--- src/sv/cascaded_averaging_history_log_unit_macros.svh ---
// Assertion macros shared by the history log RTL.
`ifndef CASCADED_AVERAGING_HISTORY_LOG_UNIT_MACROS_SVH
`define CASCADED_AVERAGING_HISTORY_LOG_UNIT_MACROS_SVH

// Same-cycle implication, disabled while reset is asserted.
`define CAHL_ASSERT_SAME(lbl, clk, rst_n, ante, cons, msg) \
    lbl: assert property (@(posedge clk) disable iff (!rst_n) (ante) |-> (cons)) \
        else $error(msg);

// Next-cycle implication, disabled while reset is asserted.
`define CAHL_ASSERT_NEXT(lbl, clk, rst_n, ante, cons, msg) \
    lbl: assert property (@(posedge clk) disable iff (!rst_n) (ante) |=> (cons)) \
        else $error(msg);

`endif

--- src/sv/cahl_pkg.sv ---
// Types and constants shared by the cascaded averaging history log.
`timescale 1ns / 1ps

package cahl_pkg;

    // Field widths fixed by the interface.
    localparam int REQ_W     = 2;
    localparam int SEL_W     = 2;
    localparam int OFF_W     = 6;
    localparam int SMP_W     = 16;
    localparam int LEN_W     = 7;
    localparam int CFG_IDX_W = 2;
    localparam int CFG_COUNT = 3;
    localparam int CHANNELS  = 3;

    // Request codes.
    localparam logic [REQ_W-1:0] REQ_PUSH = 2'd0;
    localparam logic [REQ_W-1:0] REQ_HIST = 2'd1;
    localparam logic [REQ_W-1:0] REQ_AVG  = 2'd2;

    // Configuration register indexes.
    localparam logic [CFG_IDX_W-1:0] CFG_LEVEL0 = 2'd0;
    localparam logic [CFG_IDX_W-1:0] CFG_LEVEL1 = 2'd1;
    localparam logic [CFG_IDX_W-1:0] CFG_LEVEL2 = 2'd2;

    // Ring lengths after reset.
    localparam logic [LEN_W-1:0] LEVEL0_LEN_RST = 7'd60;
    localparam logic [LEN_W-1:0] LEVEL1_LEN_RST = 7'd60;
    localparam logic [LEN_W-1:0] LEVEL2_LEN_RST = 7'd24;

    // One input beat.
    typedef struct packed {
        logic [REQ_W-1:0] req_type;
        logic [SEL_W-1:0] level_sel;
        logic [OFF_W-1:0] back_offset;
        logic [SMP_W-1:0] sample_pm1;
        logic [SMP_W-1:0] sample_pm25;
        logic [SMP_W-1:0] sample_pm10;
    } t_in_beat;

    // One result beat.
    typedef struct packed {
        logic             result_valid;
        logic [SMP_W-1:0] result_pm1;
        logic [SMP_W-1:0] result_pm25;
        logic [SMP_W-1:0] result_pm10;
    } t_out_beat;

    // Divider status seen by the sequencer.
    typedef struct packed {
        logic busy;
        logic done;
    } t_div_stat;

endpackage

--- src/sv/cahl_div.sv ---
// Three-lane restoring divider, one quotient bit per cycle, shared divisor.
`timescale 1ns / 1ps

module cahl_div #(
    parameter int SUM_W = 23,
    parameter int DIV_W = 7
) (
    input  logic                                     i_clk,
    input  logic                                     i_rst_n,
    input  logic                                     i_start,
    input  logic [cahl_pkg::CHANNELS-1:0][SUM_W-1:0] i_dividend,
    input  logic [DIV_W-1:0]                         i_divisor,
    output cahl_pkg::t_div_stat                      o_stat,
    output logic [cahl_pkg::CHANNELS-1:0][SUM_W-1:0] o_quot
);

    import cahl_pkg::*;

    localparam int CNT_W = $clog2(SUM_W + 1);

    logic [CNT_W-1:0]                r_cnt;
    logic                            r_done;
    logic [DIV_W-1:0]                r_div;
    logic [CHANNELS-1:0][SUM_W-1:0]  r_q;
    logic [CHANNELS-1:0][DIV_W-1:0]  r_rem;
    logic [CHANNELS-1:0][SUM_W-1:0]  n_q;
    logic [CHANNELS-1:0][DIV_W-1:0]  n_rem;
    logic [DIV_W:0]                  rem_sh;
    logic                            load;

    assign load = i_start && (r_cnt == '0);

    // One restoring step per lane: shift in the next dividend bit, try a subtract.
    always_comb begin
        rem_sh = '0;
        for (int c = 0; c < CHANNELS; c++) begin
            rem_sh = {r_rem[c], r_q[c][SUM_W-1]};
            if (rem_sh >= {1'b0, r_div}) begin
                n_rem[c] = DIV_W'(rem_sh - {1'b0, r_div});
                n_q[c]   = {r_q[c][SUM_W-2:0], 1'b1};
            end else begin
                n_rem[c] = DIV_W'(rem_sh);
                n_q[c]   = {r_q[c][SUM_W-2:0], 1'b0};
            end
        end
    end

    // Step counter and completion pulse.
    always_ff @(posedge i_clk) begin
        if (!i_rst_n) begin
            r_cnt  <= '0;
            r_done <= 1'b0;
        end else begin
            r_done <= (r_cnt == CNT_W'(1));
            if (load) begin
                r_cnt <= CNT_W'(SUM_W);
            end else if (r_cnt != '0) begin
                r_cnt <= r_cnt - CNT_W'(1);
            end
        end
    end

    // Quotient and remainder registers; the dividend shifts out as quotient bits shift in.
    always_ff @(posedge i_clk) begin
        if (load) begin
            r_q   <= i_dividend;
            r_rem <= '0;
            r_div <= i_divisor;
        end else if (r_cnt != '0) begin
            r_q   <= n_q;
            r_rem <= n_rem;
        end
    end

    assign o_stat.busy = (r_cnt != '0);
    assign o_stat.done = r_done;
    assign o_quot      = r_q;

endmodule

--- config.mk ---
export PLATFORM = sky130hd
export DESIGN_NAME = cahl_div
export DESIGN_NICKNAME = d
export VERILOG_FILES = /design/src/sv/cascaded_averaging_history_log_unit_macros.svh /design/src/sv/cahl_pkg.sv /design/src/sv/cahl_div.sv
export SDC_FILE = /design/constraint.sdc
export NUM_CORES = 1
export LEC_CHECK = 0
export BUFFER_PORTS_ARGS = -buffer_cell sky130_fd_sc_hd__buf_4
export CORE_ASPECT_RATIO = 0.7
export CORE_UTILIZATION = 53
export CTS_CLUSTER_SIZE = 25
export DETAILED_ROUTE_END_ITERATION = 8
export GPL_TIMING_DRIVEN = 0
export PLACE_DENSITY = 0.87
export SLEW_MARGIN = 20
export SYNTH_ARGS = -nofsm -noshare
export SYNTH_HDL_FRONTEND = slang
export SYNTH_SLANG_ARGS = --single-unit
--- constraint.sdc ---
create_clock -name i_clk -period 3.15 [get_ports i_clk]
set_input_delay 0.1575 -clock i_clk [delete_from_list [all_inputs] [get_ports i_clk]]
set_output_delay 0.1575 -clock i_clk [all_outputs]
set_load 0.05 [all_outputs]
==> metrics.txt, run 1 <==
status complete, no violations; Cell variety after synth 46; Netlist Area Pre-Place 5350 um2; CTS max path bufs 2; Final HPWL DP 9390 um; synth top area cells edfxtp_1 (43%), mux2_2 (14%), dfxtp_1 (10%), ha_1 (5.4%), a21oi_1 (4.5%); Worst Skew 0.00920 ns; Root Driver clkbuf_16; Highest Clock Rate 424 MHz; Worst Path Required 3.41 ns; count leader, synth edfxtp_1; first-pass GRT wire length 19000 um; Final Max Slew Viols 0; WS Path Type flop to flop; post-route ant nets 0; Syn Nets 540; Slew headroom 0.637; Post-synth EDFFs 76; final WL 12400 um; post-CTS sizing 0; H-tree depth 3; die area 10500 um2; synthesis-stage register bit count 103; post-synthesis instance total 435; All-Layer GR Usage 0.236; fin crit share 0.748; CTS Hold Bufs 7; Least-Margin Pin Slew 0.543 ns; Final min period 2.36 ns; Max Cap Violations 0; most area-hungry cell type in the Yosys netlist edfxtp_1; RSZ-0062 raised after global routing no; TritonCTS clock tree built; Antenna diodes 0; Area Overhead vs Synth 31.2%; Remaining Overflow, GRT 0; asr flop ratio synth 0; startpoint types flop; top_reg_cell synth edfxtp_1; Synthesis Warnings 0; Placed Area 6660 um2; top cell type's share of synthesized area 0.427; sequential share of the synthesized area 0.528; routability cong. 0.903; syn avg cell area 12.3 um2; Worst Setup End Kind flop; Core ar. 9760 um2; clk_lat worst skew 0.34 ns; num ports 150; starting density of the core 0.548; largest net degree at the start of global routing 57; final instance area 7020 um2; Commonest cells post-synth edfxtp_1 (76), mux2_2 (66), a21oi_1 (48); Post-CTS Setup Bufs 0; layout cell share with drive strength beyond 1 0.428; Hold Path Class input port to flop; initial antenna violation count 0; vias per cell 5.47; final-stage net count 708; DR iter-0 viols 282; routed len/inst 16.9 um; num rows 30; CTS buffer count 9; via count 4026; Worst-path clk slew 0.07 ns; Die Width 122 um; drc violations 0; Final setup violation count 0; pre-CTS setup slack 0.831 ns; number of global-route vias before repair 3905; CP max FO 10; DRT Pass-1 Iters 7; Final Hold Fails 0; PnR worst setup slack 0.793 ns; Arr. time, crit path 2.61 ns; Sink Count 103; Die Y 86.0 um; port bufs 149
## worst paths after layout
path              startpoint  endpoint  slack (ns)  depth (start not counted)
setup / recovery    r_div[6]  r_rem[0]        0.79                          7
hold / removal       i_rst_n  r_cnt[2]        0.08                          2
setup reg to reg    r_div[6]  r_rem[0]        0.79                          7
hold reg to reg     r_rem[2]  r_rem[2]        0.48                          2
## critical path, cell delays in order (launching register included)
cell,delay (ns)
edfxtp_1,0.36
inv_1,0.19
ha_1,0.35
a211oi_2,0.26
nand2_1,0.12
nor3_4,0.50
mux2_1,0.37
o22ai_1,0.12
## layout by cell type (no fill, tap or decap), types with 3 or more instances in the layout
master and instances:
buf_4 153, edfxtp_1 76, mux2_2 66, a21oi_1 48
nor2_1 28, dfxtp_1 27, ha_1 23, inv_1 19
nand2_1 19, mux2i_1 15, nor3_1 10, o21ai_0 10
clkbuf_16 9, nand2b_1 8, buf_6 7, nand3_1 7
xor2_1 7, dlygate4sd3_1 7, a31o_2 6, a211oi_1 4
nand4_1 3, nor2b_1 3, a31oi_1 3, clkbuf_1 3
xnor2_1 3, o21ai_1 3, and3_1 3, fa_1 3
## sequential cells by signal, indices dropped and copies added (netlist names)
name / flops
o_quot: 69
r_div: 7
r_cnt: 5
r_done: 1
r_rem: 21
## metrics by stage
stage / std cells / hold WS, ns / TNS (ns) / util
final: 736 / 0.0758 / 0 / 0.719
after global routing: 736 / 0.0641 / 0 / 0.719
after CTS: 736 / 0.0683 / 0 / 0.719
after detailed placement: 713 / 0.337 / 0 / 0.682
after global placement: 712 / 0.336 / -32.45 / 0.679
after floorplan: 435 / 0.256 / 0 / -
## cell type report
class | count | area (um2)
clock buffer | 9 | 225
timing repair buffer | 157 | 1220
fill | 678 | 2740
inverter | 21 | 81.3
buffer | 17 | 134
tap | 128 | 160
sequential | 103 | 2820
clock inverter | 7 | 66.3
multi-input combinational | 294 | 2310
## metal layers
metal / vias up / GRT usage / share of wire
li1: 1952 / - / -
met1: 1909 / 0.326 / 0.45
met2: 153 / 0.378 / 0.48
met3: 12 / 0.0532 / 0.060
met4: 0 / 0.0599 / 0.011
met5: - / 0 / 0
## kinds of logic (layout without fill, tap and decap cells)
group	Yosys count	count (layout)	share of synthesized area
adders and majority gates	26	26	0.0650
AOI/OAI and AO/OA	82	82	0.0903
DFF	103	103	0.528
and+or+nand+nor	91	91	0.0838
muxes	85	85	0.177
buffers and inverters	38	211	0.0398
xor gates and xnor gates	10	10	0.0164
Power of run 1 is left out: the tool's default activity adds up to more than one toggle a clock period on the data nets, which glitch-free logic cannot reach.
==> run 2: changes to the inputs <==
--- a/config.mk
+++ b/config.mk
@@ -5,13 +5,14 @@
 export SDC_FILE = /design/constraint.sdc
 export NUM_CORES = 1
 export LEC_CHECK = 0
+export ABC_AREA = 1
 export BUFFER_PORTS_ARGS = -buffer_cell sky130_fd_sc_hd__buf_4
 export CORE_ASPECT_RATIO = 0.7
-export CORE_UTILIZATION = 53
+export CORE_UTILIZATION = 48
 export CTS_CLUSTER_SIZE = 25
 export DETAILED_ROUTE_END_ITERATION = 8
 export GPL_TIMING_DRIVEN = 0
-export PLACE_DENSITY = 0.87
+export PLACE_DENSITY = 0.83
 export SLEW_MARGIN = 20
 export SYNTH_ARGS = -nofsm -noshare
 export SYNTH_HDL_FRONTEND = slang
==> constraint.sdc (replaced) <==
create_clock -name i_clk -period 2.05 [get_ports i_clk]
set_input_delay 0.1025 -clock i_clk [delete_from_list [all_inputs] [get_ports i_clk]]
set_output_delay 0.1025 -clock i_clk [all_outputs]
set_load 0.05 [all_outputs]
==> metrics.txt, run 2 <==
status complete, no violations; top_reg_cell synth edfxtp_1; port bufs 149 (unchanged); Worst Setup End Kind flop; Cell variety after synth 27 (-41%); final-stage net count 958 (+35%); Worst Skew 0.00800 ns (-0.00120 ns); max incr delay on CP 0.51 ns (about the same); Slew headroom 0.628 (-0.00936); Hold Crit Depth 3 (+1); Arr. time, crit path 2.16 ns (-0.45 ns); HP Start i_rst_n; top cell type's share of synthesized area 0.413 (-0.0137); PnR worst setup slack 0.0625 ns (-0.730 ns); first-pass GRT wire length 22300 um (+17%); r2r startpoint r_div[0]; Hold Path Class input port to flop; Syn Nets 776 (+44%); WS Path Type flop to flop; crit-path most repeated cell nand2_2; Max Cap Violations 0 (unchanged); routed len/inst 14.0 um (-17%); die area 12000 um2 (+14%); largest net degree at the start of global routing 37 (-35%); Crit-path slowest cell edfxtp_1; Area Overhead vs Synth 35.5%; Least-Margin Pin Slew 0.558 ns (+0.0158 ns); Final Hold Fails 0 (unchanged); Antenna diodes 0 (unchanged); post-route ant nets 0 (unchanged); routability cong. 0.940 (+4.1%); Highest Clock Rate 503 MHz (+19%); pre-CTS setup slack 0.00171 ns (-0.829 ns); startpoint types flop; FF-to-FF End o_quot[23]; asr flop ratio synth 0 (unchanged); Final min period 1.99 ns (-0.370 ns); reg2reg setup slack 0.06 ns (-0.73 ns); DR iter-0 viols 383 (+36%); syn avg cell area 8.23 um2 (-33%); Synthesis Warnings 0 (unchanged); Die Width 130 um (+6.7%); Worst-path clk slew 0.07 ns (about the same); num ports 150 (unchanged); Final setup violation count 0 (unchanged); starting density of the core 0.498 (-0.0498); layout cell share with drive strength beyond 1 0.269 (-0.158); Post-synth EDFFs 76 (unchanged); Worst Path Required 2.22 ns (-1.19 ns); CTS buffer count 9 (unchanged); post-synthesis instance total 671 (+54%); Commonest cells post-synth nand2_1 (332), edfxtp_1 (76), inv_1 (63); Remaining Overflow, GRT 0 (unchanged); Sink Count 103 (unchanged); synth top area cells edfxtp_1 (41%), nand2_1 (23%), dfxtp_1 (9.8%), ha_1 (5.2%), nand3_1 (4.3%); Final HPWL DP 10200 um (+8.6%); Cell Chain, Critical Path ha_2 > fa_2 > inv_2 > nand2_1 > nand2_2 > nand2_2 > nand2_2 > nand2_4 > a31oi_2; H-tree depth 3 (unchanged); via count 5120 (+27%); CTS max path bufs 2 (unchanged); Worst path top cell family by delay adder cells; max FFs per register 69 (unchanged); most area-hungry cell type in the Yosys netlist edfxtp_1; synthesis-stage register bit count 103 (unchanged); Core ar. 11100 um2 (+14%); CP Buf/Inv Count 1 (unchanged); Die Y 91.8 um (+6.7%); DRT Pass-1 Iters 5 (-2); Final Max Slew Viols 0 (unchanged); num rows 32 (+6.7%); Netlist Area Pre-Place 5530 um2 (+3.3%); drc violations 0 (unchanged); number of global-route vias before repair 4648 (+19%); TritonCTS clock tree built; vias per cell 5.06 (-7.4%); Reg2Reg Depth 9 (+2); fin crit share 0.970 (+0.221); sequential share of the synthesized area 0.511 (-0.0170); commonest non-fill, non-tap cell in the layout nand2_1; hold path endpoint r_done; clk_lat worst skew 0.35 ns (about the same); FILL cells 866 (+28%); Root Driver clkbuf_16; CP max FO 8 (-2); commonest cells after routing, fill and taps aside nand2_1 (320), buf_4 (167), edfxtp_1 (76), inv_1 (57), nand3_1 (45); Crit path depth 9 (+2); count leader, synth nand2_1; final WL 14200 um (+14%); All-Layer GR Usage 0.244 (+0.00795); initial antenna violation count 0 (unchanged)
## run 2: cell type report
class / count / area [um2] / area share
Sequential cell: 103 / 2820 / 0.377
Multi-Input combinational cell: 485 / 2500 / 0.334
Timing Repair Buffer: 171 / 1330 / 0.177
Inverter: 64 / 244 / 0.0326
Clock buffer: 11 / 233 / 0.0311
Tap cell: 153 / 191 / 0.0256
Buffer: 19 / 98.8 / 0.0132
Clock inverter: 5 / 67.6 / 0.00903
## run 2: cells by family after synthesis
logic type / count (synthesis) / synth area share
fa+ha+maj: 26 / 0.0630
xor+xnor: 8 / 0.0127
buf+inv: 83 / 0.0614
flops: 103 / 0.511
simple gates: 433 / 0.328
compound gates: 18 / 0.0238
## run 2: worst max-delay path by stage
stage	from	endpoint
6_report	r_div[0]	o_quot[23]
5_1_grt	r_div[0]	r_rem[7]
3_5_place_dp	r_div[0]	o_quot[46]
2_1_floorplan	r_cnt[1]	o_quot[0]
3_3_place_gp	r_cnt[1]	o_quot[22]
4_1_cts	r_div[0]	r_rem[7]
## run 2: what timing repair did
item,4_1_cts,5_1_grt
endpoints found under the setup margin,2,24
endpoints found under the hold margin,7,0
setup buffers,0,13
resized for setup,2,26
hold buffers,7,0
cloned,0,0
pin swaps,0,9
## run 2: worst register-to-register path, cell delays in order (launching register included)
cell      delay (ns)
edfxtp_1        0.51
ha_2            0.26
fa_2            0.36
inv_2           0.07
nand2_1         0.06
nand2_2         0.09
nand2_2         0.07
nand2_2         0.08
nand2_4         0.09
a31oi_2         0.21
## run 2: metrics by stage
stage               std cells  utilization  area [um2]  setup TNS, ns  hold WS (ns)
floorplan                 671            -        5560         -14.63         0.201
global placement          973        0.620        6870         -55.06         0.281
detailed placement        975        0.623        6910              0         0.282
CTS                       998        0.658        7300              0       0.00813
global route             1011        0.675        7490       -0.00479       0.00813
finish                   1011        0.675        7490              0        0.0138
## run 2: layer usage
metal,vias up,share of wire,wire (um),track usage
met5,-,0,0,0
met3,21,0.097,1370,0.0753
li1,2525,-,-,-
met1,2350,0.45,6420,0.337
met2,224,0.43,6120,0.362
met4,0,0.018,253,0.0804
Power of run 2 is left out for the same reason.
